File: config.mk
export PLATFORM = sky130hd
export DESIGN_NAME = telemetry_frame_builder_crc16
export DESIGN_NICKNAME = d
export VERILOG_FILES = /design/src/hdl/tfb_pkg.sv /design/src/hdl/tfb_regs.sv /design/src/hdl/tfb_crc.sv /design/src/hdl/tfb_seq.sv /design/src/hdl/telemetry_frame_builder_crc16.sv
export VERILOG_INCLUDE_DIRS = /design/src /design/src/hdl
export SDC_FILE = /design/constraint.sdc
export NUM_CORES = 1
export LEC_CHECK = 0
export CAP_MARGIN = 30
export CORE_ASPECT_RATIO = 0.9
export CORE_MARGIN = 10
export CORE_UTILIZATION = 30
export DETAILED_ROUTE_END_ITERATION = 10
export DONT_BUFFER_PORTS = 1
export PLACE_DENSITY = 0.43
export SYNTH_ARGS = -nofsm -noshare
export SYNTH_HDL_FRONTEND = slang
export SYNTH_SLANG_ARGS = --single-unit
File: constraint.sdc
create_clock -name clk -period 9.9 [get_ports clk]
set_input_delay 0.99 -clock clk [delete_from_list [all_inputs] [get_ports clk]]
set_output_delay 0.99 -clock clk [all_outputs]
set_load 0.01 [all_outputs]
File: src/hdl/telemetry_frame_builder_crc16_assert.svh
// Assertion macros for the telemetry frame builder.
`ifndef TELEMETRY_FRAME_BUILDER_CRC16_ASSERT_SVH
`define TELEMETRY_FRAME_BUILDER_CRC16_ASSERT_SVH

`ifndef SYNTHESIS
`define TFB_ASSERT_NOW(lbl, ante, cons) \
  lbl: assert property (@(posedge clk) disable iff (rst) (ante) |-> (cons)) \
    else $error("telemetry frame builder: assertion failed");
`define TFB_ASSERT_NEXT(lbl, ante, cons) \
  lbl: assert property (@(posedge clk) disable iff (rst) (ante) |=> (cons)) \
    else $error("telemetry frame builder: assertion failed");
`else
`define TFB_ASSERT_NOW(lbl, ante, cons)
`define TFB_ASSERT_NEXT(lbl, ante, cons)
`endif

`endif

File: src/hdl/tfb_pkg.sv
// Shared types and constants of the telemetry frame builder.
package tfb_pkg;

  localparam int SLOT_COUNT  = 8;
  localparam int INPUT_SLOTS = 8;
  localparam int SLOTS_USED  = (SLOT_COUNT < INPUT_SLOTS) ? SLOT_COUNT : INPUT_SLOTS;
  localparam int SERIAL_WRAP = 60000;
  localparam int FORCED_SLOT = 2;

  localparam int REC_COUNT = SLOTS_USED + 2;
  localparam int REC_W     = $clog2(REC_COUNT);
  localparam int SLOT_W    = (SLOTS_USED > 1) ? $clog2(SLOTS_USED) : 1;

  localparam int ADDR_W    = 4;
  localparam int REG_IDX_W = ADDR_W - 2;

  localparam logic [7:0] HEADER_BYTE  = 8'h5A;
  localparam logic [7:0] TRAILER_BYTE = 8'hA5;
  localparam logic [7:0] ALARM_TAG    = 8'h02;
  localparam logic [7:0] STATE_TAG    = 8'h11;
  localparam logic [7:0] LEN_BASE     = 8'd2;

  localparam logic [16:0] SERIAL_WRAP_V = 17'(SERIAL_WRAP);

  localparam logic [REC_W-1:0] REC_ALARM      = REC_W'(0);
  localparam logic [REC_W-1:0] REC_STATE      = REC_W'(1);
  localparam logic [REC_W-1:0] REC_FIRST_SLOT = REC_W'(2);
  localparam logic [REC_W-1:0] REC_LAST       = REC_W'(REC_COUNT - 1);

  localparam logic [REG_IDX_W-1:0] REG_MASK  = REG_IDX_W'(0);
  localparam logic [REG_IDX_W-1:0] REG_STOP  = REG_IDX_W'(1);
  localparam logic [REG_IDX_W-1:0] REG_START = REG_IDX_W'(2);
  localparam logic [REG_IDX_W-1:0] REG_ALARM = REG_IDX_W'(3);

  localparam logic [7:0]  MASK_RESET  = 8'd15;
  localparam logic [15:0] STOP_RESET  = 16'd0;
  localparam logic [15:0] START_RESET = 16'd1;
  localparam logic [15:0] ALARM_RESET = 16'd2;

  typedef struct packed {
    logic [15:0] alarm_word;
    logic [15:0] state_code;
    logic [15:0] slot_value_0;
    logic [15:0] slot_value_1;
    logic [15:0] slot_value_2;
    logic [15:0] slot_value_3;
    logic [15:0] slot_value_4;
    logic [15:0] slot_value_5;
    logic [15:0] slot_value_6;
    logic [15:0] slot_value_7;
  } tfb_snap_t;

  typedef struct packed {
    logic [7:0] tx_byte;
    logic       frame_end;
  } tfb_tx_t;

  typedef struct packed {
    logic [7:0]  slot_enable_mask;
    logic [15:0] stop_state_code;
    logic [15:0] start_state_code;
    logic [15:0] alarm_state_code;
  } tfb_cfg_t;

  typedef struct packed {
    logic       clear;
    logic       update;
    logic [7:0] data;
  } tfb_crc_ctrl_t;

  typedef enum logic [1:0] {
    PART_TAG,
    PART_HI,
    PART_LO
  } tfb_part_t;

  typedef enum logic [3:0] {
    ST_IDLE,
    ST_HDR0,
    ST_HDR1,
    ST_LEN,
    ST_SER_HI,
    ST_SER_LO,
    ST_REC,
    ST_CRC_HI,
    ST_CRC_LO,
    ST_TRL0,
    ST_TRL1
  } tfb_state_t;

endpackage

File: src/hdl/tfb_regs.sv
// APB configuration registers of the telemetry frame builder.
module tfb_regs (
  input  logic                      clk,
  input  logic                      rst,
  input  logic                      psel,
  input  logic                      penable,
  input  logic                      pwrite,
  input  logic [tfb_pkg::ADDR_W-1:0] paddr,
  input  logic [31:0]               pwdata,
  output logic [31:0]               prdata,
  output logic                      pready,
  output tfb_pkg::tfb_cfg_t         cfg
);

  logic [tfb_pkg::REG_IDX_W-1:0] idx;
  logic                          wr;

  assign pready = 1'b1;
  assign idx    = paddr[tfb_pkg::ADDR_W-1:2];
  assign wr     = psel && penable && pwrite;

  always_ff @(posedge clk) begin
    if (rst) begin
      cfg.slot_enable_mask <= tfb_pkg::MASK_RESET;
      cfg.stop_state_code  <= tfb_pkg::STOP_RESET;
      cfg.start_state_code <= tfb_pkg::START_RESET;
      cfg.alarm_state_code <= tfb_pkg::ALARM_RESET;
    end else if (wr) begin
      unique case (idx)
        tfb_pkg::REG_MASK:  cfg.slot_enable_mask <= pwdata[7:0];
        tfb_pkg::REG_STOP:  cfg.stop_state_code  <= pwdata[15:0];
        tfb_pkg::REG_START: cfg.start_state_code <= pwdata[15:0];
        tfb_pkg::REG_ALARM: cfg.alarm_state_code <= pwdata[15:0];
      endcase
    end
  end

  always_comb begin
    unique case (idx)
      tfb_pkg::REG_MASK:  prdata = {24'd0, cfg.slot_enable_mask};
      tfb_pkg::REG_STOP:  prdata = {16'd0, cfg.stop_state_code};
      tfb_pkg::REG_START: prdata = {16'd0, cfg.start_state_code};
      tfb_pkg::REG_ALARM: prdata = {16'd0, cfg.alarm_state_code};
    endcase
  end

endmodule

File: src/hdl/tfb_crc.sv
// Shared CRC-16/XMODEM unit, one byte per cycle.
module tfb_crc (
  input  logic                   clk,
  input  logic                   rst,
  input  tfb_pkg::tfb_crc_ctrl_t ctrl,
  output logic [15:0]            crc
);

  function automatic logic [15:0] crc_byte(input logic [15:0] c, input logic [7:0] b);
    logic [7:0] x;
    x = c[15:8] ^ b;
    x = x ^ {4'd0, x[7:4]};
    return {c[7:0], 8'd0} ^ {x[3:0], 12'd0} ^ {3'd0, x, 5'd0} ^ {8'd0, x};
  endfunction

  always_ff @(posedge clk) begin
    if (rst || ctrl.clear) begin
      crc <= 16'd0;
    end else if (ctrl.update) begin
      crc <= crc_byte(crc, ctrl.data);
    end
  end

endmodule

File: src/hdl/tfb_seq.sv
// Frame sequencer: latches a snapshot and walks the frame one byte at a time.
module tfb_seq (
  input  logic                   clk,
  input  logic                   rst,
  input  logic                   snap_valid,
  output logic                   snap_stall,
  input  tfb_pkg::tfb_snap_t     snap,
  output logic                   tx_valid,
  input  logic                   tx_stall,
  output tfb_pkg::tfb_tx_t       tx,
  input  tfb_pkg::tfb_cfg_t      cfg,
  input  logic [15:0]            crc,
  output tfb_pkg::tfb_crc_ctrl_t crc_ctrl
);

  tfb_pkg::tfb_state_t state, state_next;
  tfb_pkg::tfb_part_t  part;
  logic [tfb_pkg::REC_W-1:0] rec_idx;

  logic [15:0] serial_counter;
  logic [15:0] previous_state_code;
  logic [15:0] serial_tx;
  logic [15:0] alarm_l;
  logic [15:0] state_l;
  logic [7:0]  mask_l;
  logic [7:0]  len_l;
  logic [15:0] slot_val [tfb_pkg::SLOTS_USED];

  logic [15:0] in_slots [tfb_pkg::INPUT_SLOTS];
  logic        accept;
  logic        can_emit;
  logic        emit;
  logic        step;
  tfb_pkg::tfb_tx_t tx_next;

  logic        restart;
  logic        force_zero;
  logic [15:0] serial_now;
  logic [16:0] serial_inc;
  logic [7:0]  count;

  logic [tfb_pkg::REC_W-1:0]  rec_off;
  logic [tfb_pkg::SLOT_W-1:0] slot;
  logic        rec_on;
  logic [7:0]  rec_tag;
  logic [15:0] rec_val;
  logic [7:0]  rec_byte;

  assign snap_stall = (state != tfb_pkg::ST_IDLE);
  assign accept     = snap_valid && !snap_stall;
  assign can_emit   = !tx_valid || !tx_stall;

  assign in_slots[0] = snap.slot_value_0;
  assign in_slots[1] = snap.slot_value_1;
  assign in_slots[2] = snap.slot_value_2;
  assign in_slots[3] = snap.slot_value_3;
  assign in_slots[4] = snap.slot_value_4;
  assign in_slots[5] = snap.slot_value_5;
  assign in_slots[6] = snap.slot_value_6;
  assign in_slots[7] = snap.slot_value_7;

  // serial restart on stop-to-start, wrap past the limit
  assign restart    = (snap.state_code == cfg.start_state_code) &&
                      (previous_state_code == cfg.stop_state_code);
  assign force_zero = (snap.state_code == cfg.stop_state_code) ||
                      (snap.state_code == cfg.alarm_state_code);
  assign serial_now = restart ? 16'd0 : serial_counter;
  assign serial_inc = {1'b0, serial_now} + 17'd1;

  always_comb begin
    count = 8'd0;
    for (int i = 0; i < tfb_pkg::SLOTS_USED; i++) begin
      count = count + {7'd0, cfg.slot_enable_mask[i]};
    end
  end

  // current record
  assign rec_off = rec_idx - tfb_pkg::REC_FIRST_SLOT;
  assign slot    = rec_off[tfb_pkg::SLOT_W-1:0];

  always_comb begin
    rec_on = (rec_idx < tfb_pkg::REC_FIRST_SLOT) || mask_l[slot];
    if (rec_idx == tfb_pkg::REC_ALARM) begin
      rec_tag = tfb_pkg::ALARM_TAG;
      rec_val = alarm_l;
    end else if (rec_idx == tfb_pkg::REC_STATE) begin
      rec_tag = tfb_pkg::STATE_TAG;
      rec_val = state_l;
    end else begin
      rec_tag = 8'(slot);
      rec_val = slot_val[slot];
    end
    unique case (part)
      tfb_pkg::PART_TAG: rec_byte = rec_tag;
      tfb_pkg::PART_HI:  rec_byte = rec_val[15:8];
      tfb_pkg::PART_LO:  rec_byte = rec_val[7:0];
      default:           rec_byte = rec_tag;
    endcase
  end

  always_comb begin
    state_next = state;
    unique case (state)
      tfb_pkg::ST_IDLE:   if (accept)   state_next = tfb_pkg::ST_HDR0;
      tfb_pkg::ST_HDR0:   if (can_emit) state_next = tfb_pkg::ST_HDR1;
      tfb_pkg::ST_HDR1:   if (can_emit) state_next = tfb_pkg::ST_LEN;
      tfb_pkg::ST_LEN:    if (can_emit) state_next = tfb_pkg::ST_SER_HI;
      tfb_pkg::ST_SER_HI: if (can_emit) state_next = tfb_pkg::ST_SER_LO;
      tfb_pkg::ST_SER_LO: if (can_emit) state_next = tfb_pkg::ST_REC;
      tfb_pkg::ST_REC: begin
        if (step && rec_idx == tfb_pkg::REC_LAST) state_next = tfb_pkg::ST_CRC_HI;
      end
      tfb_pkg::ST_CRC_HI: if (can_emit) state_next = tfb_pkg::ST_CRC_LO;
      tfb_pkg::ST_CRC_LO: if (can_emit) state_next = tfb_pkg::ST_TRL0;
      tfb_pkg::ST_TRL0:   if (can_emit) state_next = tfb_pkg::ST_TRL1;
      tfb_pkg::ST_TRL1:   if (can_emit) state_next = tfb_pkg::ST_IDLE;
      default:            state_next = tfb_pkg::ST_IDLE;
    endcase
  end

  always_comb begin
    emit            = 1'b0;
    step            = 1'b0;
    tx_next         = '0;
    crc_ctrl.clear  = accept;
    crc_ctrl.update = 1'b0;
    crc_ctrl.data   = rec_byte;
    unique case (state)
      tfb_pkg::ST_IDLE: begin
      end
      tfb_pkg::ST_HDR0, tfb_pkg::ST_HDR1: begin
        emit            = can_emit;
        tx_next.tx_byte = tfb_pkg::HEADER_BYTE;
      end
      tfb_pkg::ST_LEN: begin
        emit            = can_emit;
        tx_next.tx_byte = len_l;
      end
      tfb_pkg::ST_SER_HI: begin
        emit            = can_emit;
        tx_next.tx_byte = serial_tx[15:8];
      end
      tfb_pkg::ST_SER_LO: begin
        emit            = can_emit;
        tx_next.tx_byte = serial_tx[7:0];
      end
      tfb_pkg::ST_REC: begin
        tx_next.tx_byte = rec_byte;
        if (!rec_on) begin
          step = 1'b1;
        end else begin
          emit            = can_emit;
          crc_ctrl.update = can_emit;
          step            = can_emit && (part == tfb_pkg::PART_LO);
        end
      end
      tfb_pkg::ST_CRC_HI: begin
        emit            = can_emit;
        tx_next.tx_byte = crc[15:8];
      end
      tfb_pkg::ST_CRC_LO: begin
        emit            = can_emit;
        tx_next.tx_byte = crc[7:0];
      end
      tfb_pkg::ST_TRL0: begin
        emit            = can_emit;
        tx_next.tx_byte = tfb_pkg::TRAILER_BYTE;
      end
      tfb_pkg::ST_TRL1: begin
        emit              = can_emit;
        tx_next.tx_byte   = tfb_pkg::TRAILER_BYTE;
        tx_next.frame_end = 1'b1;
      end
      default: begin
      end
    endcase
  end

  always_ff @(posedge clk) begin
    if (rst) begin
      state               <= tfb_pkg::ST_IDLE;
      tx_valid            <= 1'b0;
      rec_idx             <= tfb_pkg::REC_ALARM;
      part                <= tfb_pkg::PART_TAG;
      serial_counter      <= 16'd0;
      previous_state_code <= 16'd0;
    end else begin
      state <= state_next;
      if (emit) begin
        tx_valid <= 1'b1;
      end else if (!tx_stall) begin
        tx_valid <= 1'b0;
      end
      if (accept) begin
        rec_idx             <= tfb_pkg::REC_ALARM;
        part                <= tfb_pkg::PART_TAG;
        previous_state_code <= snap.state_code;
        serial_counter      <= (serial_inc > tfb_pkg::SERIAL_WRAP_V) ? 16'd0
                                                                     : serial_inc[15:0];
      end else if (step) begin
        rec_idx <= rec_idx + tfb_pkg::REC_W'(1);
        part    <= tfb_pkg::PART_TAG;
      end else if (emit && state == tfb_pkg::ST_REC) begin
        part <= (part == tfb_pkg::PART_TAG) ? tfb_pkg::PART_HI : tfb_pkg::PART_LO;
      end
    end
  end

  always_ff @(posedge clk) begin
    if (emit) begin
      tx <= tx_next;
    end
    if (accept) begin
      serial_tx <= serial_now;
      alarm_l   <= snap.alarm_word;
      state_l   <= snap.state_code;
      mask_l    <= cfg.slot_enable_mask;
      len_l     <= tfb_pkg::LEN_BASE + count;
      for (int i = 0; i < tfb_pkg::SLOTS_USED; i++) begin
        slot_val[i] <= (i == tfb_pkg::FORCED_SLOT && force_zero) ? 16'd0 : in_slots[i];
      end
    end
  end

endmodule

File: src/hdl/telemetry_frame_builder_crc16.sv
// Top level of the telemetry frame builder with CRC-16/XMODEM.
//
// One snapshot request in, one serial frame out, one byte per request on the
// tx channel: 5A 5A, length, serial, alarm and state records, the enabled slot
// records, CRC-16/XMODEM over the records, A5 A5. The snapshot port stalls
// while a frame is being built. With n enabled slots a frame is 15 + 3n bytes.
// The sequencer moves one byte per cycle while tx does not stall, feeds the
// record bytes through the CRC unit and steps over each disabled slot without
// emitting a byte. The last byte may still wait in the output register while
// the next snapshot is taken. Configuration goes through the APB port; the
// user must write it only while idle, the block itself does not enforce it.
`include "telemetry_frame_builder_crc16_assert.svh"

module telemetry_frame_builder_crc16 (
  input  logic                       clk,
  input  logic                       rst,
  input  logic                       psel,
  input  logic                       penable,
  input  logic                       pwrite,
  input  logic [tfb_pkg::ADDR_W-1:0] paddr,
  input  logic [31:0]                pwdata,
  output logic [31:0]                prdata,
  output logic                       pready,
  input  logic                       snap_valid,
  output logic                       snap_stall,
  input  tfb_pkg::tfb_snap_t         snap,
  output logic                       tx_valid,
  input  logic                       tx_stall,
  output tfb_pkg::tfb_tx_t           tx
);

  tfb_pkg::tfb_cfg_t      cfg;
  tfb_pkg::tfb_crc_ctrl_t crc_ctrl;
  logic [15:0]            crc_value;

  tfb_regs u_regs (
    .clk     (clk),
    .rst     (rst),
    .psel    (psel),
    .penable (penable),
    .pwrite  (pwrite),
    .paddr   (paddr),
    .pwdata  (pwdata),
    .prdata  (prdata),
    .pready  (pready),
    .cfg     (cfg)
  );

  tfb_crc u_crc (
    .clk  (clk),
    .rst  (rst),
    .ctrl (crc_ctrl),
    .crc  (crc_value)
  );

  tfb_seq u_seq (
    .clk        (clk),
    .rst        (rst),
    .snap_valid (snap_valid),
    .snap_stall (snap_stall),
    .snap       (snap),
    .tx_valid   (tx_valid),
    .tx_stall   (tx_stall),
    .tx         (tx),
    .cfg        (cfg),
    .crc        (crc_value),
    .crc_ctrl   (crc_ctrl)
  );

  `TFB_ASSERT_NEXT(a_busy_after_request, snap_valid && !snap_stall, snap_stall)
  `TFB_ASSERT_NEXT(a_crc_cleared, snap_valid && !snap_stall, crc_value == 16'd0)
  `TFB_ASSERT_NOW(a_end_is_trailer, tx_valid && tx.frame_end, tx.tx_byte == tfb_pkg::TRAILER_BYTE)

endmodule

After elaboration in Yosys (flattened, before gate mapping)
Memories as Yosys holds them, arrays and structs flattened. Index checks and enable logic that the tools add are counted.

Register bits: 188. Bits in latches: 0. Bits in writable memories: 128. Bits in read-only memories: 0. Output and inout bits: 44. Word-level logic and storage cells: 135. Memories kept: 1.

Memory list: u_seq.slot_val (depth 8, width 16, read ports 1, clocked after memory_dff 0, write ports 8, line tfb_seq.sv:27) `logic [15:0] slot_val [tfb_pkg::SLOTS_USED];`.

Add/sub/neg operators: 11. Multipliers: 0. Div/mod/pow operators: 0. $lt $le $gt $ge: 3. Equal/unequal tests: 33. Shifts and indexed selects: 0. Muxes and demuxes: 35. Bitwise logic cells: 5. Reductions and logical operators: 29.

Operators with widths (number): 32-bit case mux with 4 select lines (1); 16-bit two-way mux (5); 16-bit == test (4); 8-bit case mux with 8 select lines (1); 8-bit by 1-bit adder with 8-bit output (6); 4-bit two-way mux (11); 4-bit case mux with 11 select lines (1); 2-bit by 1-bit inequality test with 1-bit output, second input constant (12); 16-bit by 1-bit adder with 17-bit output, second input constant (1); 17-bit by 16-bit greater-than comparator with 1-bit output, second input constant (1); 4-bit by 3-bit == test with 1-bit output, second input constant (4); 4-bit == test, second input constant (4); 8-bit case mux with 2 select lines (1); 16-bit by 13-bit bitwise XOR with 16-bit output (1); 16-bit bitwise XOR (1); 16-bit by 8-bit bitwise XOR with 16-bit output (1); 11-bit AND reduction (1); 1-bit two-way mux (10); 9-bit OR reduction (1); 2-bit by 8-bit adder with 8-bit output, first input constant (1); 4-bit by 1-bit == test with 1-bit output, second input constant (2); 4-bit by 2-bit == test with 1-bit output, second input constant (2); 4-bit zero test (2); 8-bit two-way mux (1); 21 further kinds (41).

Logic depth before layout (Yosys ltp)
Gate-level depths: netlist (run 1). An unclocked memory read counts as a cell.

Depth after elaboration: 10. Gate-level depth with buffers: 17. Gate-level depth less buffers: 14.

Modules after synthesis
Synthesis (run 1) repeated with hierarchy kept, for this count alone.

Cell total of the unflattened synthesis: 1235. Area, all modules: 15110.7 µm².

By module, submodules not included: tfb_seq (times used 1, cells each 878, area an instance 11373.4 µm²); tfb_regs (times used 1, cells each 277, area an instance 2780.2 µm²); tfb_crc (times used 1, cells each 80, area an instance 957.2 µm²).

Worst setup path after synthesis (run 1)
OpenSTA, ideal clock, no wires.

Path type: input port to flip-flop. Start: input port snap_valid. End: register u_seq.alarm_l[0] (enable). Arrival: 6.470 ns. Required time: 9.275 ns. Path slack: 2.805 ns. Stages on the path: 3. Path through: nand2_1 -> clkinv_1 -> buf_1.

RTL lines: start, declared (line telemetry_frame_builder_crc16.sv:24) `input logic snap_valid,`; end signal, assigned (line tfb_seq.sv:215) `alarm_l <= snap.alarm_word;`; end, declared (line tfb_seq.sv:23) `logic [15:0] alarm_l;`.

Worst setup path after layout (run 1)
Start: input port snap[143] (netlist name). End: register u_seq.serial_counter[5].

Cells in the longest elaborated chain, start to end: 6.

RTL lines: start, declared (line telemetry_frame_builder_crc16.sv:26) `input tfb_pkg::tfb_snap_t snap,`; 16-bit == test * (line tfb_seq.sv:63) `assign restart = (snap.state_code == cfg.start_state_code) &&`; 1-bit logical AND * (line tfb_seq.sv:63); 16-bit two-way mux * (line tfb_seq.sv:67) `assign serial_now = restart ? 16'd0 : serial_counter;`; via u_seq.serial_now[0] (line tfb_seq.sv:38) `logic [15:0] serial_now;`; 16-bit by 1-bit adder with 17-bit output * (line tfb_seq.sv:68) `assign serial_inc = {1'b0, serial_now} + 17'd1;`; 17-bit by 16-bit greater-than comparator with 1-bit output (line tfb_seq.sv:198) `serial_counter <= (serial_inc > tfb_pkg::SERIAL_WRAP_V) ? 16'd0`; 16-bit two-way mux * (line tfb_seq.sv:198); end signal, assigned (line tfb_seq.sv:198); end, declared (line tfb_seq.sv:20) `logic [15:0] serial_counter;`.

The timed path passes the listed nets; every way through them passes the cells marked *. A chain may end at the register's enable or synchronous reset.

==> results of run 1 <==
through the flow:
stage	setup WS [ps]	utilization [%]
finish	5025	34.09
global route	4678	34.09
CTS	5098	34.09
detailed placement	4602	31.47
global placement	4578	31.44
floorplan	2805	-
worst min-delay path, delay by kind of cell, from the launching register on:
kind | cells | cell delay (ps)
AOI/OAI and AO/OA | 1 | 50
DFF | 1 | 320
and+or+nand+nor | 1 | 50
state kept, by name, indices dropped and copies added, names as in the netlist:
| name | cells |
|---|---|
| u_seq.alarm_l | 16 |
| u_crc.crc | 16 |
| u_seq.serial_tx | 16 |
| u_seq.state_l | 16 |
| u_seq.tx_valid | 1 |
| u_seq.part | 2 |
| u_seq.rec_idx | 4 |
| u_regs.cfg | 56 |
| u_seq.tx | 9 |
| u_seq.previous_state_code | 16 |
| u_seq.state | 4 |
| u_seq.len_l | 4 |
| u_seq.mask_l | 8 |
| u_seq.slot_val | 128 |
| u_seq.serial_counter | 16 |
placed cells by master (no fill, tap or decap), types with 6 or more instances in the layout:
cell	count
a21oi_1	102
a22o_1	14
a22oi_1	16
and2_1	36
buf_4	15
clkbuf_1	6
clkbuf_16	38
clkinv_2	9
conb_1	17
dfxtp_1	113
edfxtp_1	197
ha_1	12
inv_1	20
mux2_2	14
mux2i_1	17
mux4_1	14
mux4_2	28
nand2_1	185
nand2b_1	9
nand3_1	17
nand4_1	15
nor2_1	56
nor2b_1	8
nor3_1	15
nor4_1	16
o21ai_0	36
o221ai_1	8
o22ai_1	14
o31ai_1	8
or2_2	6
xnor2_1	54
xor2_1	41
cell usage after synthesis, types with 5 or more instances:
cell type  number
clkbuf_1       44
a21oi_1       102
mux2i_1        17
or2_2           6
o22ai_1        14
buf_4          21
o31ai_1         8
buf_6           5
and2_1         36
a22oi_1        16
o21ai_0        36
nand2b_1        9
nand4_1        15
nor4_1         16
buf_2          15
mux2_2         14
nand2_1       185
buf_1           5
a211o_1         5
mux4_2         28
xnor2_1        54
nand3_1        17
nor2b_1         8
nor3_1         15
o221ai_1        8
xor2_1         41
ha_1           12
edfxtp_1      197
nor2_1         57
a22o_1         14
mux4_1         14
inv_1          20
dfxtp_1       115
power by group through the flow:
stage / clock network (mW) / registers [mW] / logic (mW)
2_1_floorplan: 0 / 1.65 / 0.233
3_3_place_gp: 0 / 1.64 / 0.308
3_5_place_dp: 0 / 1.65 / 0.310
4_1_cts: 1.47 / 1.62 / 0.311
5_1_grt: 1.52 / 1.63 / 0.340
6_report: 1.42 / 1.62 / 0.305
worst paths after layout:
check	from	to	depth (start not counted)
setup / recovery	snap[143]	u_seq.serial_counter[5]$_SDFFE_PP0P_	14
setup reg to reg	u_regs.cfg[37]$_SDFFE_PP0P_	u_seq.serial_counter[5]$_SDFFE_PP0P_	14
hold reg to reg	u_seq.previous_state_code[3]$_SDFFE_PP0P_	u_seq.previous_state_code[3]$_SDFFE_PP0P_	2
hold / removal	u_seq.previous_state_code[3]$_SDFFE_PP0P_	u_seq.previous_state_code[3]$_SDFFE_PP0P_	2
area by class of cell:
cell class,count,area (µm²)
flip-flops and latches,312,8220
multi-input cells,832,5923
repair buffers,16,127.6
clock buffers,45,987.2
inverters,22,90.09
clock inverters,23,271.5
fillers,4850,31720
well taps,624,780.7
metal layers:
| metal | wire, µm | up-vias | global-route usage (%) |
|---|---|---|---|
| met2 | 20920 | 232 | 23.95 |
| met1 | 19380 | 4694 | 19.27 |
| li1 | - | 4476 | - |
| met5 | 31 | - | 0 |
| met4 | 841 | 4 | 4.251 |
| met3 | 2607 | 54 | 3.879 |
cells by family (layout without fill, tap and decap cells):
logic type / count (synthesis) / after routing / synth area share, %
other cells: 2 / 17 / 0.05121
compound gates: 238 / 238 / 10.41
xor+xnor: 102 / 102 / 6.535
fa+ha+maj: 16 / 16 / 1.570
mux: 73 / 73 / 9.044
buf+inv: 114 / 106 / 3.976
simple gates: 386 / 386 / 12.38
flops: 312 / 312 / 56.04
==> impl_metrics.ini, run 1 <==
[global_routing]
grt_start_max_net_pins = 83
grt_usage_pct = 14.85
grt_pass1_wl_um = 64540
grt-ovfl-total = 0
grt_pass1_vias = 9464
antenna_found_initial = 2

[sta]
tightest_slew_ps = 1045
fmax_ghz = 0.2051
skew_ps = 26.45
fin_crit_ps = 4875
slew_viol_final = 0
setup_violations = 0
rsz0062_at_grt = no
hold_viol_final = 0
holdWs_ps = 471.5
setup-tns-final_ps = 0
relSlewSlack_pct = 30.21
min_period_over_period_pct = 49.25

[critical_path]
crit_arrival_ps = 5310
critPathRequiredTime_ps = 10340
path_cells = xor2_1, nor4_1, nand4_1, or2_2, nand2_1, inv_1, ha_1, nand2_1, a21boi_0, mux2_2, a31o_2, a211oi_2, nor2_1, a221o_1
worstPathMaxFanout = 17
cp-end-kind = register
path_buf_inv = 1
critPathTopFamily = simple AND/OR/NAND/NOR gates
slowest_delay_ps = 840
cp_slowest_cell = a211oi_2
ff2ff_setup_slack_ps = 5040
startpoint_type = input pin
crit_top_cell = nand2_1
critPathKind = in -> reg

[placement]
port-buffer-count = 0
globalplace.congestion = 0.8041
dpl_cell_area_um2 = 15140
dp_cells = 1806
place_hpwl_um = 31410

[route]
viasPerCell = 5.048
wl_per_cell_um = 23.36
drtAntennaViolNets = 0
drt_iter0_drc = 703
finalWirelength_um = 43780
vias = 9460
drc = 0
first_pass_iters = 7

[finish]
drive_gt1_share_pct = 11.60
finalNetCount = 1441
syn2layout_area_growth_pct = 11.83
fin_cells = 1874
finish.instance_area_um2 = 16400
antennaDiodeCount = 0

[synth]
synth-seq-cells = 312
synth-seq-area-share_pct = 56.04
synth_top_area_share_pct = 40.34
syn_area_per_cell_um2 = 11.80
synth_edf_count = 197
syn_inst = 1243
synth.area.top_cells = edfxtp_1, dfxtp_1, nand2_1, mux4_2, a21oi_1
ys_warn_count = 0
synth_area_leader_cell = edfxtp_1
synth-main-ff-cell = edfxtp_1
async_reset_ff_share_pct = 0
netlist_area_um2 = 14670
synth_cell_type_count = 78

[cts]
cts_sinks = 312
insertion_delay_ps = 560
clk_pin_slew_worst_paths_ps = 60
post-cts-setup-buffer-count = 0
root_buffer = clkbuf_16
htreeDepth = 2
tritoncts = built
holdBufCountCts = 0
cts_resized = 0
clockBufferDepth = 3
numCtsBuffers = 38

[flow_run]
cap_viol_max_count = 0

[die]
core_um2 = 48120
io_pins = 247
initial_core_util_pct = 30.48
fp.dieH_um = 229.8
die_width_um = 253.1
row_count = 76
die_area_um2 = 58140

[pwr]
p_clk_share_pct = 42.4
netSwitchingFraction_pct = 24.86
power_frac_seq_pct = 48.4
powerDensity_nw_per_um2 = 203.6
power_switching_mw = 0.8304
leakage_nw = 5.461
combinationalPowerShare_pct = 9.1
ir_drop_mv = 0.1370
p_total_mw = 3.340
p_int_mw = 2.509

[hold_path]
worstHoldPathType = reg -> reg

[run_status]
run_status = complete, no violations
Note: power is estimated with default switching activity, not from simulation.
==> run 2: changes to the inputs <==
Settings changed: PLACE_DENSITY 0.43 to 0.44.
Clock period 9.9 ns to 4.1 ns, I/O delays scaled along.
==> run 2 against run 1 <==
Final area rose by 10%. Core utilization rose by 3.5 points. Flip-flop and latch count is the same. Non-clock buffer count rose by 178. Critical path depth unchanged. Register-to-register slack worse by 4700 ps. Combinational power rose to 3.0 times the previous value. Total power is 140% higher. Final cell count increased by 9.4%. Largest cell class unchanged.
==> impl_metrics.ini, run 2 (synthesized netlist as in run 1, its figures left out) <==
[run_status]
run_status = complete, no violations

[finish]
seqCellArea_um2 = 8220
regMostFlops = u_seq.slot_val
drive_gt1_share_pct = 10.95
multi_input_area_um2 = 5923
finalNetCount = 1618
largest_reg_flops = 128
syn2layout_area_growth_pct = 23.19
largestRegisters = u_seq.slot_val: 128 flops, u_regs.cfg: 56 flops
nFillCells = 4718
layout_common_cells = edfxtp_1, nand2_1, dlygate4sd3_1, dfxtp_1, a21oi_1
final_common_cell = edfxtp_1

[route]
viasPerCell = 5.000
finalWirelength_um = 46030
first_pass_iters = 5
drc = 0
wl_per_cell_um = 22.44
drt_iter0_drc = 856
drtAntennaViolNets = 0
vias = 10256

[pwr]
leakage_nw = 6.173
ir_drop_mv = 0.2652
powerDensity_nw_per_um2 = 441.9
p_total_mw = 7.983

[critical_path]
startpoint_type = register
crit_arrival_ps = 4220
critPathKind = reg -> reg
cp_slowest_cell = or2_2
path_buf_inv = 1
critPathTopFamily = simple AND/OR/NAND/NOR gates
worstPathMaxFanout = 9
critPathRequiredTime_ps = 4530
slowest_delay_ps = 400
cp-end-kind = register
path_cells = xor2_1, nor4_1, nand4_1, or2_2, and2_1, ha_1, and2_1, nand2b_1, o31ai_1, a21oi_1, a211oi_2, buf_4, or2_2, o41ai_1

[sta]
hold_viol_final = 0
fin_crit_ps = 3786
fmax_ghz = 0.2642
skew_ps = 27.18
setup_violations = 0
relSlewSlack_pct = 30.74
slew_viol_final = 0
setup-tns-final_ps = 0
tightest_slew_ps = 1028
min_period_over_period_pct = 92.33
rsz0062_at_grt = no

[cts]
clk_pin_slew_worst_paths_ps = 60
insertion_delay_ps = 560
clockBufferDepth = 3
numCtsBuffers = 37
htreeDepth = 2
root_buffer = clkbuf_16
post-cts-setup-buffer-count = 0
tritoncts = built
cts_sinks = 312

[global_routing]
grt_usage_pct = 15.61
grt_start_max_net_pins = 79
grt_pass1_vias = 10435
grt-ovfl-total = 0
antenna_found_initial = 5
grt_pass1_wl_um = 68770

[flow_run]
cap_viol_max_count = 0

[hold_path]
worstHoldPathType = in -> reg

[die]
die_area_um2 = 58140
core_um2 = 48120
fp.dieH_um = 229.8
row_count = 76
io_pins = 247
die_width_um = 253.1
initial_core_util_pct = 30.48

[placement]
port-buffer-count = 0
globalplace.congestion = 0.7969
place_hpwl_um = 32160
==> run 2: worst paths after layout <==
check	end	cells after the start	slack (ps)	startpoint
worst max-delay path	u_seq.serial_counter[15]$_SDFFE_PP0P_	14	310	u_regs.cfg[38]$_SDFFE_PP0P_
worst min-delay path	u_seq.slot_val[2][1]$_SDFFCE_PP0P_	1	70	snap[81]
worst max register to register	u_seq.serial_counter[15]$_SDFFE_PP0P_	14	310	u_regs.cfg[38]$_SDFFE_PP0P_
worst min register to register	u_seq.previous_state_code[8]$_SDFFE_PP0P_	2	470	u_seq.previous_state_code[8]$_SDFFE_PP0P_
==> run 2: what timing repair did <==
item | 4_1_cts | 5_1_grt
hold endpoints to repair | 222 | 0
hold buffers | 161 | 0
gates resized for setup | 0 | 0
setup endpoints to repair | 0 | 0
==> run 2: cell type report <==
| cell class | count | share of cell area (%) |
|---|---|---|
| Clock buffer | 45 | 5.402 |
| Clock inverter | 20 | 0.9350 |
| Timing Repair Buffer | 194 | 10.53 |
| Tap cell | 624 | 4.322 |
| Multi-Input combinational cell | 832 | 32.79 |
| Inverter | 22 | 0.4986 |
| Antenna cell | 2 | 0.02770 |
| Sequential cell | 312 | 45.50 |
==> run 2: stage by stage <==
step           hold WS [ps]  area, µm²  utilization, %  setup slack (ps)  cells
2_1_floorplan         425.5      14730               -             135.4   1258
3_3_place_gp          449.0      15290           31.77             351.2   1823
3_5_place_dp          459.1      15290           31.77             306.2   1823
4_1_cts               34.38      18060           37.54             307.5   2049
5_1_grt               52.29      18070           37.55             29.47   2051
6_report              66.95      18070           37.55             314.5   2051
==> run 2: where the power goes <==
part	total, mW	switching (mW)	internal [mW]	leakage [nW]
logic	0.928	0.564	0.364	2.82
registers	3.90	0.139	3.76	2.80
clock network	3.15	1.33	1.82	0.560
==> run 2: metal layers <==
layer	share of wire, %	vias to the layer above	GRT usage (%)
li1	-	4822	-
met1	44	5021	20.61
met2	47	333	24.88
met3	6.9	74	3.958
met4	2.1	6	4.382
met5	0.083	-	0
==> run 3: changes to the inputs <==
Settings changed: CORE_ASPECT_RATIO 0.9 to 1.2.
==> run 3 against run 2 <==
Clock power is 1% higher. Final cell count is 0.59% higher. Total power up 0.16%. Critical path depth stayed put. Sequential share of layout area down 0.16 points. Clock-buffer cell count is 2 higher. Die area about the same. Non-clock buffer count grew 6. Final area grew 0.36%. Global-route usage decreased by 0.25 points.
==> impl_metrics.ini, run 3 (synthesized netlist as in run 1, its figures left out) <==
[run_status]
run_status = complete, no violations

[route]
viasPerCell = 4.925
drc = 0
first_pass_iters = 5
drt_iter0_drc = 710
wl_per_cell_um = 22.23
finalWirelength_um = 45870
drtAntennaViolNets = 0
vias = 10160

[critical_path]
critPathKind = reg -> reg
startpoint_type = register
crit_start = u_regs.cfg[38]$_SDFFE_PP0P_
critPathRequiredTime_ps = 4590
timing.rr.start = u_regs.cfg[38]$_SDFFE_PP0P_
worstPathMaxFanout = 9
crit_arrival_ps = 4230
cp-end-kind = register

[sta]
hold_viol_final = 0
slew_viol_final = 0
tightest_slew_ps = 874.8
skew_ps = 48.35
min_period_over_period_pct = 91.06
setup_violations = 0
fmax_ghz = 0.2678
fin_crit_ps = 3734
relSlewSlack_pct = 41.68
holdWs_ps = 52.12
rsz0062_at_grt = no
setup-tns-final_ps = 0

[cts]
root_buffer = clkbuf_16
tritoncts = built
clk_pin_slew_worst_paths_ps = 60
clockBufferDepth = 3
htreeDepth = 2
numCtsBuffers = 37
post-cts-setup-buffer-count = 0
insertion_delay_ps = 590
cts_sinks = 312

[pwr]
power_frac_seq_pct = 48.8
p_int_mw = 5.916
leakage_nw = 6.210
combinationalPowerShare_pct = 11.4
netSwitchingFraction_pct = 26.01
p_clk_share_pct = 39.8
power_switching_mw = 2.080
ir_drop_mv = 0.2847
powerDensity_nw_per_um2 = 441.0

[die]
core_um2 = 48230
fp.dieH_um = 262.2
io_pins = 247
die_area_um2 = 58170
row_count = 88
initial_core_util_pct = 30.41
die_width_um = 221.8

[global_routing]
met1_usage_pct = 18.13
grt_pass1_wl_um = 68850
busiest_layer = met2
grt_pass1_vias = 10598
grt_start_max_net_pins = 79
met2_usage_pct = 26.87
antenna_found_initial = 0
grt_usage_pct = 15.37
grt_util_met3_pct = 3.401
grt-ovfl-total = 0

[finish]
largestRegisters = u_seq.slot_val: 128 flops, u_regs.cfg: 56 flops
finalNetCount = 1624
drive_gt1_share_pct = 11.30
fin_cells = 2063
final_core_util_pct = 37.60
final_common_cell = edfxtp_1
finish.instance_area_um2 = 18130
largest_reg_flops = 128
regMostFlops = u_seq.slot_val
layout_common_cells = edfxtp_1, nand2_1, dlygate4sd3_1, dfxtp_1, a21oi_1
antennaDiodeCount = 0
syn2layout_area_growth_pct = 23.63

[placement]
dp_cells = 1834
place_hpwl_um = 32790
globalplace.congestion = 0.8160
port-buffer-count = 0
dpl_cell_area_um2 = 15320

[hold_path]
worstHoldStart = snap[86]
worstHoldPathType = in -> reg

[flow_run]
cap_viol_max_count = 0
[run 3: cell types whose count changed in the layout (fill, tap and decap cells not counted), sizes merged]
| cell | previous run | this run |
|---|---|---|
| buf | 34 | 39 |
| bufinv | 2 | 1 |
| clkbuf | 45 | 47 |
| clkinv | 17 | 16 |
| diode | 2 | 0 |
| dlygate4sd3 | 160 | 161 |
| inv | 22 | 24 |
[run 3: power groups by stage]
stage	clock, mW	sequential (mW)	combinational (mW)
after floorplan	0	3.95	0.563
after global placement	0	3.96	0.743
after detailed placement	0	3.97	0.757
after CTS	3.28	3.91	0.926
after global routing	3.40	3.93	0.997
final	3.19	3.90	0.910
[run 3: per-layer routing]
| layer | part of all wire [%] | wire length (µm) |
|---|---|---|
| met5 | 0 | 0 |
| met4 | 2.9 | 1317 |
| met3 | 5.0 | 2300 |
| met2 | 51 | 23620 |
| met1 | 41 | 18630 |
[run 3: per-stage QoR]
stage	worst slack, ps	power [mW]
2_1_floorplan	135.4	4.513
3_3_place_gp	251.8	4.705
3_5_place_dp	276.8	4.729
4_1_cts	246.6	8.113
5_1_grt	81.88	8.327
6_report	366.4	7.996
[run 3: area by class of cell]
class                           count  area (µm²)
Clock buffer                       47       983.4
Tap cell                          630       788.3
Timing Repair Buffer              200        1937
Clock inverter                     20       185.2
Fill cell                        4734       30100
Inverter                           22       90.09
Multi-Input combinational cell    832        5927
Sequential cell                   312        8220
[run 3: worst paths after layout]
path	slack, ps	end	cells past startpoint
max	370	u_seq.serial_counter[0]$_SDFFE_PP0P_	14
min	50	u_seq.slot_val[2][6]$_SDFFCE_PP0P_	1
min reg2reg	470	u_seq.previous_state_code[5]$_SDFFE_PP0P_	2
max reg2reg	370	u_seq.serial_counter[0]$_SDFFE_PP0P_	14
[run 3: critical path, cell delays in order (launching register included)]
cell      delay (ps)
dfxtp_1          350
xor2_1           200
nor4_2           360
nand4_1          260
or2_2            380
and2_1           180
ha_1             310
and2_1           280
nand2b_1         160
o31ai_1           90
a21oi_1          220
a211oi_2          80
buf_4            180
nor4_1           390
a22o_1           190
[run 3: repair_timing]
item | in CTS | in global routing
resized for setup | 0 | 1
endpoints found under the setup margin | 0 | 4
endpoints found under the hold margin | 222 | 0
hold buffers | 162 | 0
